**config.mk**
```make
export PLATFORM = sky130hd
export DESIGN_NAME = picture_unit_cpu_register_port
export DESIGN_NICKNAME = d
export VERILOG_FILES = /design/src/pucrp_pkg.sv /design/src/picture_unit_cpu_register_port.sv /design/src/pucrp_ram.sv /design/src/pucrp_oam.sv
export SDC_FILE = /design/constraint.sdc
export NUM_CORES = 2
export LEC_CHECK = 0
export BUFFER_PORTS_ARGS = -buffer_cell sky130_fd_sc_hd__buf_2
export CAP_MARGIN = 10
export CELL_PAD_IN_SITES_DETAIL_PLACEMENT = 0
export CELL_PAD_IN_SITES_GLOBAL_PLACEMENT = 1
export CORE_ASPECT_RATIO = 0.9
export CORE_MARGIN = 2
export CORE_UTILIZATION = 30
export DETAILED_ROUTE_END_ITERATION = 10
export PLACE_DENSITY_LB_ADDON = 0.1
export SETUP_SLACK_MARGIN = 0.05
export SYNTH_ARGS = -nofsm -noshare
export SYNTH_HDL_FRONTEND = slang
export SYNTH_SLANG_ARGS = --single-unit
```
**constraint.sdc**
```tcl
create_clock -name clk -period 6.2 [get_ports clk]
set_clock_uncertainty 0.2 [all_clocks]
set_input_delay 1.24 -clock clk [delete_from_list [all_inputs] [get_ports clk]]
set_output_delay 1.24 -clock clk [all_outputs]
set_load 0.05 [all_outputs]
```
**src/pucrp_pkg.sv**
```systemverilog
// Command codes and constants of the picture unit register port.
package pucrp_pkg;

  typedef enum logic [3:0] {
    CMD_CTRL_WR   = 4'd0,
    CMD_MASK_WR   = 4'd1,
    CMD_STATUS_RD = 4'd2,
    CMD_OAM_ADDR  = 4'd3,
    CMD_OAM_WR    = 4'd4,
    CMD_OAM_RD    = 4'd5,
    CMD_SCROLL    = 4'd6,
    CMD_VADDR     = 4'd7,
    CMD_VDATA_WR  = 4'd8,
    CMD_VDATA_RD  = 4'd9,
    CMD_STATUS_SET = 4'd10,
    CMD_DMA       = 4'd11
  } cmd_t;

  localparam logic [7:0]  CTRL_RST   = 8'd0;
  localparam logic [7:0]  MASK_RST   = 8'd30;
  localparam logic [7:0]  STATUS_RST = 8'd160;
  localparam logic [14:0] STEP_ONE   = 15'h0001;
  localparam logic [14:0] STEP_ROW   = 15'h0020;
  localparam logic [13:0] PALETTE_BASE = 14'h3F00;
  localparam int unsigned CTRL_INC_BIT = 2;

endpackage

```
**src/picture_unit_cpu_register_port.sv**
```systemverilog
// Picture unit CPU register port: input register, update pass, result register.
// An accepted beat is held in the input register, then its result in the result
// register. Throughput: one beat per cycle unless the result stage is stalled,
// set by the single register-to-register update pass and the sprite RAM's one
// write port and one registered read port.
// Reset (rst_n low, synchronous): both stages empty, registers to power-on
// values, sprite table reads as zero through valid bits cleared.
module picture_unit_cpu_register_port
  import pucrp_pkg::*;
#(
  parameter int OAM_BYTES = 256
) (
  input  logic        clk,
  input  logic        rst_n,
  input  logic        in_valid,
  output logic        in_stall,
  input  logic [3:0]  in_cmd,
  input  logic [7:0]  in_wdata,
  input  logic [7:0]  in_dma_index,
  input  logic [7:0]  in_vram_rdata,
  input  logic        in_vblank_edge,
  output logic        out_valid,
  input  logic        out_stall,
  output logic [7:0]  out_read_data,
  output logic [13:0] out_vram_access_addr,
  output logic        out_vram_read,
  output logic        out_vram_write,
  output logic [7:0]  out_vram_wdata,
  output logic [14:0] out_next_vram_addr,
  output logic [14:0] out_temp_addr_out,
  output logic [2:0]  out_fine_x_out,
  output logic [7:0]  out_ctrl_out,
  output logic [7:0]  out_mask_out
);

  localparam int OAM_AW = $clog2(OAM_BYTES);

  // Input stage.
  logic        in_full_r;
  cmd_t        in_cmd_r;
  logic [7:0]  in_wdata_r;
  logic [7:0]  in_dma_index_r;
  logic [7:0]  in_vram_rdata_r;
  logic        in_vblank_edge_r;

  // Architectural registers.
  logic [7:0]        ctrl_r, ctrl_nxt;
  logic [7:0]        mask_r, mask_nxt;
  logic [7:0]        status_r, status_nxt;
  logic [14:0]       tmp_r, tmp_nxt;
  logic [14:0]       vaddr_r, vaddr_nxt;
  logic [2:0]        fine_x_r, fine_x_nxt;
  logic              toggle_r, toggle_nxt;
  logic [7:0]        rbuf_r, rbuf_nxt;
  logic [OAM_AW-1:0] oam_addr_r, oam_addr_nxt;

  // Per-beat results.
  logic [7:0]  rd;
  logic [13:0] acc;
  logic        did_rd;
  logic        did_wr;
  logic [7:0]  wout;
  logic [14:0] vstep;

  // Sprite table port.
  logic              oam_we;
  logic [OAM_AW-1:0] oam_waddr;
  logic [7:0]        oam_rdata;

  // Result stage.
  logic        out_valid_r;
  logic [7:0]  rd_r;
  logic [13:0] acc_r;
  logic        did_rd_r;
  logic        did_wr_r;
  logic [7:0]  wout_r;
  logic [14:0] vaddr_out_r;
  logic [14:0] tmp_out_r;
  logic [2:0]  fine_x_out_r;
  logic [7:0]  ctrl_out_r;
  logic [7:0]  mask_out_r;

  logic adv;
  logic proc;
  logic accept;

  // Advance the result stage when it is empty or being taken; the held input
  // beat is processed in the same cycle.
  assign adv      = !out_valid_r || !out_stall;
  assign proc     = in_full_r && adv;
  assign in_stall = in_full_r && !adv;
  assign accept   = in_valid && !in_stall;

  always_ff @(posedge clk) begin
    if (!rst_n) begin
      in_full_r <= 1'b0;
    end else if (accept) begin
      in_full_r <= 1'b1;
    end else if (proc) begin
      in_full_r <= 1'b0;
    end
  end

  always_ff @(posedge clk) begin
    if (accept) begin
      in_cmd_r         <= cmd_t'(in_cmd);
      in_wdata_r       <= in_wdata;
      in_dma_index_r   <= in_dma_index;
      in_vram_rdata_r  <= in_vram_rdata;
      in_vblank_edge_r <= in_vblank_edge;
    end
  end

  assign vstep = ctrl_r[CTRL_INC_BIT] ? STEP_ROW : STEP_ONE;

  // Register update pass. Every next value holds unless a beat is processed.
  always_comb begin
    ctrl_nxt     = ctrl_r;
    mask_nxt     = mask_r;
    status_nxt   = status_r;
    tmp_nxt      = tmp_r;
    vaddr_nxt    = vaddr_r;
    fine_x_nxt   = fine_x_r;
    toggle_nxt   = toggle_r;
    rbuf_nxt     = rbuf_r;
    oam_addr_nxt = oam_addr_r;
    rd           = 8'd0;
    acc          = 14'd0;
    did_rd       = 1'b0;
    did_wr       = 1'b0;
    wout         = 8'd0;
    oam_we       = 1'b0;
    oam_waddr    = oam_addr_r;
    if (proc) begin
      unique case (in_cmd_r)
        CMD_CTRL_WR: begin
          ctrl_nxt        = in_wdata_r;
          tmp_nxt[11:10]  = in_wdata_r[1:0];
        end
        CMD_MASK_WR: begin
          mask_nxt = in_wdata_r;
        end
        CMD_STATUS_RD: begin
          // Drop the vblank flag in the returned byte at frame start.
          rd         = {status_r[7:5] & {!in_vblank_edge_r, 2'b11}, ctrl_r[4:0]};
          toggle_nxt = 1'b1;
          status_nxt = {1'b0, status_r[6:0]};
        end
        CMD_OAM_ADDR: begin
          oam_addr_nxt = in_wdata_r[OAM_AW-1:0];
        end
        CMD_OAM_WR: begin
          oam_we       = 1'b1;
          oam_addr_nxt = oam_addr_r + OAM_AW'(1);
        end
        CMD_OAM_RD: begin
          rd = oam_rdata;
        end
        CMD_SCROLL: begin
          if (toggle_r) begin
            tmp_nxt[4:0] = in_wdata_r[7:3];
            fine_x_nxt   = in_wdata_r[2:0];
            toggle_nxt   = 1'b0;
          end else begin
            tmp_nxt[14:12] = in_wdata_r[2:0];
            tmp_nxt[9:5]   = in_wdata_r[7:3];
            toggle_nxt     = 1'b1;
          end
        end
        CMD_VADDR: begin
          if (toggle_r) begin
            tmp_nxt    = {1'b0, in_wdata_r[5:0], tmp_r[7:0]};
            toggle_nxt = 1'b0;
          end else begin
            tmp_nxt    = {tmp_r[14:8], in_wdata_r};
            vaddr_nxt  = {tmp_r[14:8], in_wdata_r};
            toggle_nxt = 1'b1;
          end
        end
        CMD_VDATA_WR: begin
          acc       = vaddr_r[13:0];
          did_wr    = 1'b1;
          wout      = in_wdata_r;
          vaddr_nxt = vaddr_r + vstep;
        end
        CMD_VDATA_RD: begin
          acc    = vaddr_r[13:0];
          did_rd = 1'b1;
          // Palette space bypasses the read buffer.
          if (vaddr_r[13:0] < PALETTE_BASE) begin
            rd       = rbuf_r;
            rbuf_nxt = in_vram_rdata_r;
          end else begin
            rd = in_vram_rdata_r;
          end
          vaddr_nxt = vaddr_r + vstep;
        end
        CMD_STATUS_SET: begin
          status_nxt = in_wdata_r;
        end
        CMD_DMA: begin
          oam_we    = 1'b1;
          oam_waddr = oam_addr_r + in_dma_index_r[OAM_AW-1:0];
        end
        default: begin
        end
      endcase
    end
  end

  // Read address tracks the sprite address the next beat will see.
  pucrp_oam #(.DEPTH(OAM_BYTES)) u_oam (
    .clk   (clk),
    .rst_n (rst_n),
    .we    (oam_we),
    .waddr (oam_waddr),
    .wdata (in_wdata_r),
    .raddr (oam_addr_nxt),
    .rdata (oam_rdata)
  );

  always_ff @(posedge clk) begin
    if (!rst_n) begin
      ctrl_r      <= CTRL_RST;
      mask_r      <= MASK_RST;
      status_r    <= STATUS_RST;
      tmp_r       <= '0;
      vaddr_r     <= '0;
      fine_x_r    <= '0;
      toggle_r    <= 1'b1;
      rbuf_r      <= '0;
      oam_addr_r  <= '0;
      out_valid_r <= 1'b0;
    end else begin
      ctrl_r     <= ctrl_nxt;
      mask_r     <= mask_nxt;
      status_r   <= status_nxt;
      tmp_r      <= tmp_nxt;
      vaddr_r    <= vaddr_nxt;
      fine_x_r   <= fine_x_nxt;
      toggle_r   <= toggle_nxt;
      rbuf_r     <= rbuf_nxt;
      oam_addr_r <= oam_addr_nxt;
      if (proc) begin
        out_valid_r <= 1'b1;
      end else if (!out_stall) begin
        out_valid_r <= 1'b0;
      end
    end
  end

  // Result payload: load only with a processed beat, hold while stalled.
  always_ff @(posedge clk) begin
    if (proc) begin
      rd_r         <= rd;
      acc_r        <= acc;
      did_rd_r     <= did_rd;
      did_wr_r     <= did_wr;
      wout_r       <= wout;
      vaddr_out_r  <= vaddr_nxt;
      tmp_out_r    <= tmp_nxt;
      fine_x_out_r <= fine_x_nxt;
      ctrl_out_r   <= ctrl_nxt;
      mask_out_r   <= mask_nxt;
    end
  end

  assign out_valid            = out_valid_r;
  assign out_read_data        = rd_r;
  assign out_vram_access_addr = acc_r;
  assign out_vram_read        = did_rd_r;
  assign out_vram_write       = did_wr_r;
  assign out_vram_wdata       = wout_r;
  assign out_next_vram_addr   = vaddr_out_r;
  assign out_temp_addr_out    = tmp_out_r;
  assign out_fine_x_out       = fine_x_out_r;
  assign out_ctrl_out         = ctrl_out_r;
  assign out_mask_out         = mask_out_r;

endmodule

```
**src/pucrp_ram.sv**
```systemverilog
// Generic single-write, single-read RAM with registered read data.
module pucrp_ram #(
  parameter int WIDTH = 8,
  parameter int DEPTH = 256
) (
  input  logic                     clk,
  input  logic                     we,
  input  logic [$clog2(DEPTH)-1:0] waddr,
  input  logic [WIDTH-1:0]         wdata,
  input  logic [$clog2(DEPTH)-1:0] raddr,
  output logic [WIDTH-1:0]         rdata
);

  logic [WIDTH-1:0] mem [DEPTH];
  logic [WIDTH-1:0] rdata_r;

  always_ff @(posedge clk) begin
    if (we) begin
      mem[waddr] <= wdata;
    end
    rdata_r <= mem[raddr];
  end

  assign rdata = rdata_r;

endmodule

```
**src/pucrp_oam.sv**
```systemverilog
// Sprite table: RAM plus per-entry valid bits and write-to-read forwarding.
module pucrp_oam #(
  parameter int DEPTH = 256
) (
  input  logic                     clk,
  input  logic                     rst_n,
  input  logic                     we,
  input  logic [$clog2(DEPTH)-1:0] waddr,
  input  logic [7:0]               wdata,
  input  logic [$clog2(DEPTH)-1:0] raddr,
  output logic [7:0]               rdata
);

  logic [DEPTH-1:0] valid_r;
  logic             hit_r;
  logic             vld_r;
  logic [7:0]       fwd_r;
  logic [7:0]       ram_q;

  pucrp_ram #(.WIDTH(8), .DEPTH(DEPTH)) u_ram (
    .clk   (clk),
    .we    (we),
    .waddr (waddr),
    .wdata (wdata),
    .raddr (raddr),
    .rdata (ram_q)
  );

  // Entries never written since reset read as zero.
  always_ff @(posedge clk) begin
    if (!rst_n) begin
      valid_r <= '0;
    end else if (we) begin
      valid_r[waddr] <= 1'b1;
    end
  end

  // RAM returns old data on a same-address write; forward the new byte.
  always_ff @(posedge clk) begin
    hit_r <= we && (waddr == raddr);
    fwd_r <= wdata;
    vld_r <= valid_r[raddr];
  end

  assign rdata = hit_r ? fwd_r : (vld_r ? ram_q : 8'd0);

endmodule

```
==> results.md <==
* Sequential power share at 47.9%
* R2r endpoint: u_oam.u_ram.rdata[1]$_DFF_P_
* Final min period at 5.946 ns
* Largest delay share family, worst path: simple AND/OR/NAND/NOR gates
* Largest family of logic cells by synthesized area: simple AND/OR/NAND/NOR gates
* CTS Sinks at 2503
* Hold_buf cts at 0
* Slew Limit Fails at 0
* Setup Crit Path Kind: reg -> reg
* Startpoint class of the critical path: register
* Leak at 40.78 nW
* Global Route Usage Sum at 23.30%
* Mean Syn Cell Area at 12.42 um^2
* Fin crit share at 95.91%
* CP arrival at 6.57 ns
* Max Fclk at 168.2 MHz
* Overflow after GRT at 0
* Most crowded layer after global routing: met2
* Max incr delay on CP at 0.72 ns
* Number of nets in the layout at 8610
* Crit path required time at 6.82 ns
* 1st-iter DRT viols at 7539
* Post-CTS setup buffer count at 0
* Worst Setup End Kind: register
* Die height at 554.3 um
* Worst R2R Path Depth at 15
* M1 GR Usage at 33.36%
* Total negative setup slack at 0 ns
* Worst Hold Launch: u_oam.valid_r[215]$_SDFFE_PN0P_
* Clock buffer depth at 4
* Worst slew margin at 7.565%
* Max VDD drop at 213.9 uV
* Maxcap violations at 0
* Combinational power share at 7.8%
* Finished Cell Area at 0.1194 mm^2
* Sw Share at 24.76%
* Largest net degree at the start of global routing at 175
* Post-synth net total at 8174
* Fin worst setup slack at 0.2538 ns
* Vias in the first global route at 67436
* Clk_lat worst skew at 0.91 ns
* Die W at 615.4 um
* RSZ-0062 raised after global routing: false
* DRT antenna net count at 0
* Post-synthesis cell type count at 85
* Post-synth EDFFs at 2158
* Mux share of post-synthesis cell area at 1.977%
* Via Count at 70333
* Clock Tree Root: clkbuf_16
* Post-Route WL at 407300 um
* Final setup vio count at 0
* Synth top area cells: edfxtp_1 64%, nand2_1 8.1%, dfxtp_1 6.8%, nand3_1 3.6%, mux2i_1 1.8%
* Simple-gate share of the synthesized area at 16.12%
* Hold Vio Cnt, Final at 0
* Most frequent cells in the layout: 2158 x edfxtp_1, 2146 x nand2_1, 718 x nand3_1
* Post-place setup slack at -0.3320 ns
* WL per Instance at 30.64 um
* # IOs at 116
* Most used DFF post-synth: edfxtp_1
* Synth Area in XOR/XNOR at 0.1302%
* CORE AREA at 0.3356 mm^2
* Most common cell after layout, fill and taps aside: edfxtp_1
* Worst Hold End: u_oam.valid_r[215]$_SDFFE_PN0P_
* Input/output buffers at 115
* Clock power share at 44.3%
* WP buf/inv at 5
* Core Rows at 202
* Critical path's most frequent cell: buf_4
* R2R setup slack at 0.25 ns
* RePlAce Congestion at 0.8546
* Synth warn at 0
* Crit path max fanout at 75
* Power density cells at 322.4 mW/mm^2
* Pre-antenna DRT Iters at 6
* CTS tree: yes
* Initial antenna violation count at 31
* Worst r2r src: in_cmd_r[3]$_DFFE_PP_
* Cell Chain, Critical Path: buf_4 > nor4b_4 > a32oi_1 > o211ai_1 > buf_4 > buf_12 > nand2_1 > o21ai_0 > a31oi_1 > o211ai_1 > nand3_1 > nor4_1 > buf_4 > nor4_1 > buf_4
* Post-synth ARST share at 0%
* Hold Crit Class: reg -> reg
* DPL Wire Length at 256900 um
* Die area at 0.3411 mm^2
* Worst-path clk slew at 0.06 ns
* Yosys top cell area share at 64.21%
* Synth Area in Adders at 0.1562%
* DP Area at 0.1101 mm^2
* Sw Pwr at 0.009526 W
* Grt met2 use at 36.75%
* Layout area overhead at 18.26%
* Crit-path slowest cell: edfxtp_1
* P_int at 0.02895 W
* Initial Utilization at 30.07%
* DR DRC count at 0
* Mapped cell area at 0.1009 mm^2
* CTS Buf Count at 290
* Worst Hold Depth at 2
* First-pass GRT wire length at 564200 um
* Cells after synthesis at 8129
* Slew @ Worst Pin at 1.387 ns
* # H-tree levels at 5
* Synth Area in Compound Gates at 7.594%
* Cell accounting for the most synthesized area: edfxtp_1
* Yosys reg bits at 2503
* Layout cells sized above 1 at 14.34%
* DR vias/cell at 5.291
* # fillers at 33075
* M3 GR Usage at 3.648%
* Post-synthesis sequential area ratio at 71.05%
* Run status: finished clean
-- registers in the layout, indices dropped and copies added (netlist names), 14 cells and up --
| register | cells |
|---|---|
| u_oam.valid_r | 256 |
| u_oam.u_ram.mem | 2048 |
| vaddr_r | 15 |
| out_vram_access_addr | 14 |
| tmp_r | 15 |
| out_next_vram_addr | 15 |
| out_temp_addr_out | 15 |
-- worst max path at each step --
stage	from	endpoint	slack [ns]	depth (start not counted)
global route	in_cmd_r[3]$_DFFE_PP_	u_oam.u_ram.rdata[1]$_DFF_P_	0.12	15
global placement	out_stall	u_oam.u_ram.rdata[2]$_DFF_P_	-0.31	14
finish	in_cmd_r[3]$_DFFE_PP_	u_oam.u_ram.rdata[1]$_DFF_P_	0.25	15
CTS	in_cmd_r[3]$_DFFE_PP_	u_oam.u_ram.rdata[6]$_DFF_P_	0.26	14
floorplan	out_stall	mask_r[2]$_SDFF_PN1_	0.17	7
detailed placement	out_stall	u_oam.u_ram.rdata[2]$_DFF_P_	-0.33	14
-- routing by layer --
layer  routed length [um]  part of all wire [%]  vias up
met5                   23                0.0056        -
li1                     -                     -    31042
met3                25350                   6.2      482
met4                10290                   2.5        4
met1               185900                    46    36343
met2               185800                    46     2462
-- worst min-delay path, delay by kind of cell, from the launching register on --
family	cells	cell delay, ns
flops	1	0.32
compound gates	1	0.05
simple gates	1	0.04
-- cells in the mapped netlist, types with 9 or more instances --
cell and number:
buf_1 33, a32oi_1 125, a21o_1 9, o211ai_1 16
xnor2_1 12, a31oi_1 156, nand3_1 718, nor2_1 207
nand4_1 48, nor4_1 34, nor4b_1 37, o22ai_1 40
dfxtp_1 345, o21ai_0 193, nand2_1 2169, ha_1 11
mux2_2 15, inv_1 23, clkbuf_1 221, a21oi_1 74
buf_2 294, a311oi_1 163, nor3_1 251, or2_2 9
and2_1 71, a221oi_1 16, and3_1 105, mux2i_1 178
a22o_1 130, a22oi_1 17, a211oi_1 49, edfxtp_1 2158
buf_4 59
-- stage by stage --
stage / total power, W / util, % / hold slack [ns] / std cells
after floorplan: 0.02037 / - / 0.2244 / 8129
after global placement: 0.02180 / 32.78 / 0.2336 / 12756
after detailed placement: 0.02180 / 32.80 / 0.2416 / 12759
after CTS: 0.03887 / 35.55 / 0.2317 / 13279
after global routing: 0.03966 / 35.55 / 0.2592 / 13282
final: 0.03848 / 35.56 / 0.2514 / 13292
-- power by group through the flow --
stage | Combinational, W | Sequential (W) | Clock, W
final | 0.00300 | 0.0184 | 0.0171
after global routing | 0.00318 | 0.0184 | 0.0181
after CTS | 0.00303 | 0.0184 | 0.0174
after detailed placement | 0.00302 | 0.0188 | 0
after global placement | 0.00302 | 0.0188 | 0
after floorplan | 0.00144 | 0.0189 | 0
-- kinds of logic after synthesis --
logic type / after synthesis
simple gates: 3712
flops: 2503
compound gates: 1058
buf+inv: 634
mux: 195
xor+xnor: 15
fa+ha+maj: 12
-- final cells by class --
class                           count  area [um^2]  share of cell area, %
Tap cell                         4488         5615                  4.705
Inverter                           23        88.84                0.07443
Antenna cell                       11        27.53                0.02306
Timing Repair Buffer              755         6215                  5.207
Multi-Input combinational cell   4992        26480                  22.19
Clock buffer                      364         7848                  6.575
Sequential cell                  2503        71710                  60.08
Clock inverter                    156         1373                  1.150
-- timing repair --
action,4_1_cts,5_1_grt
setup endpoints to repair,1,0
hold endpoints to repair,0,0
resized for setup,1,0
No activity file was read; power rests on OpenSTA's default activity.
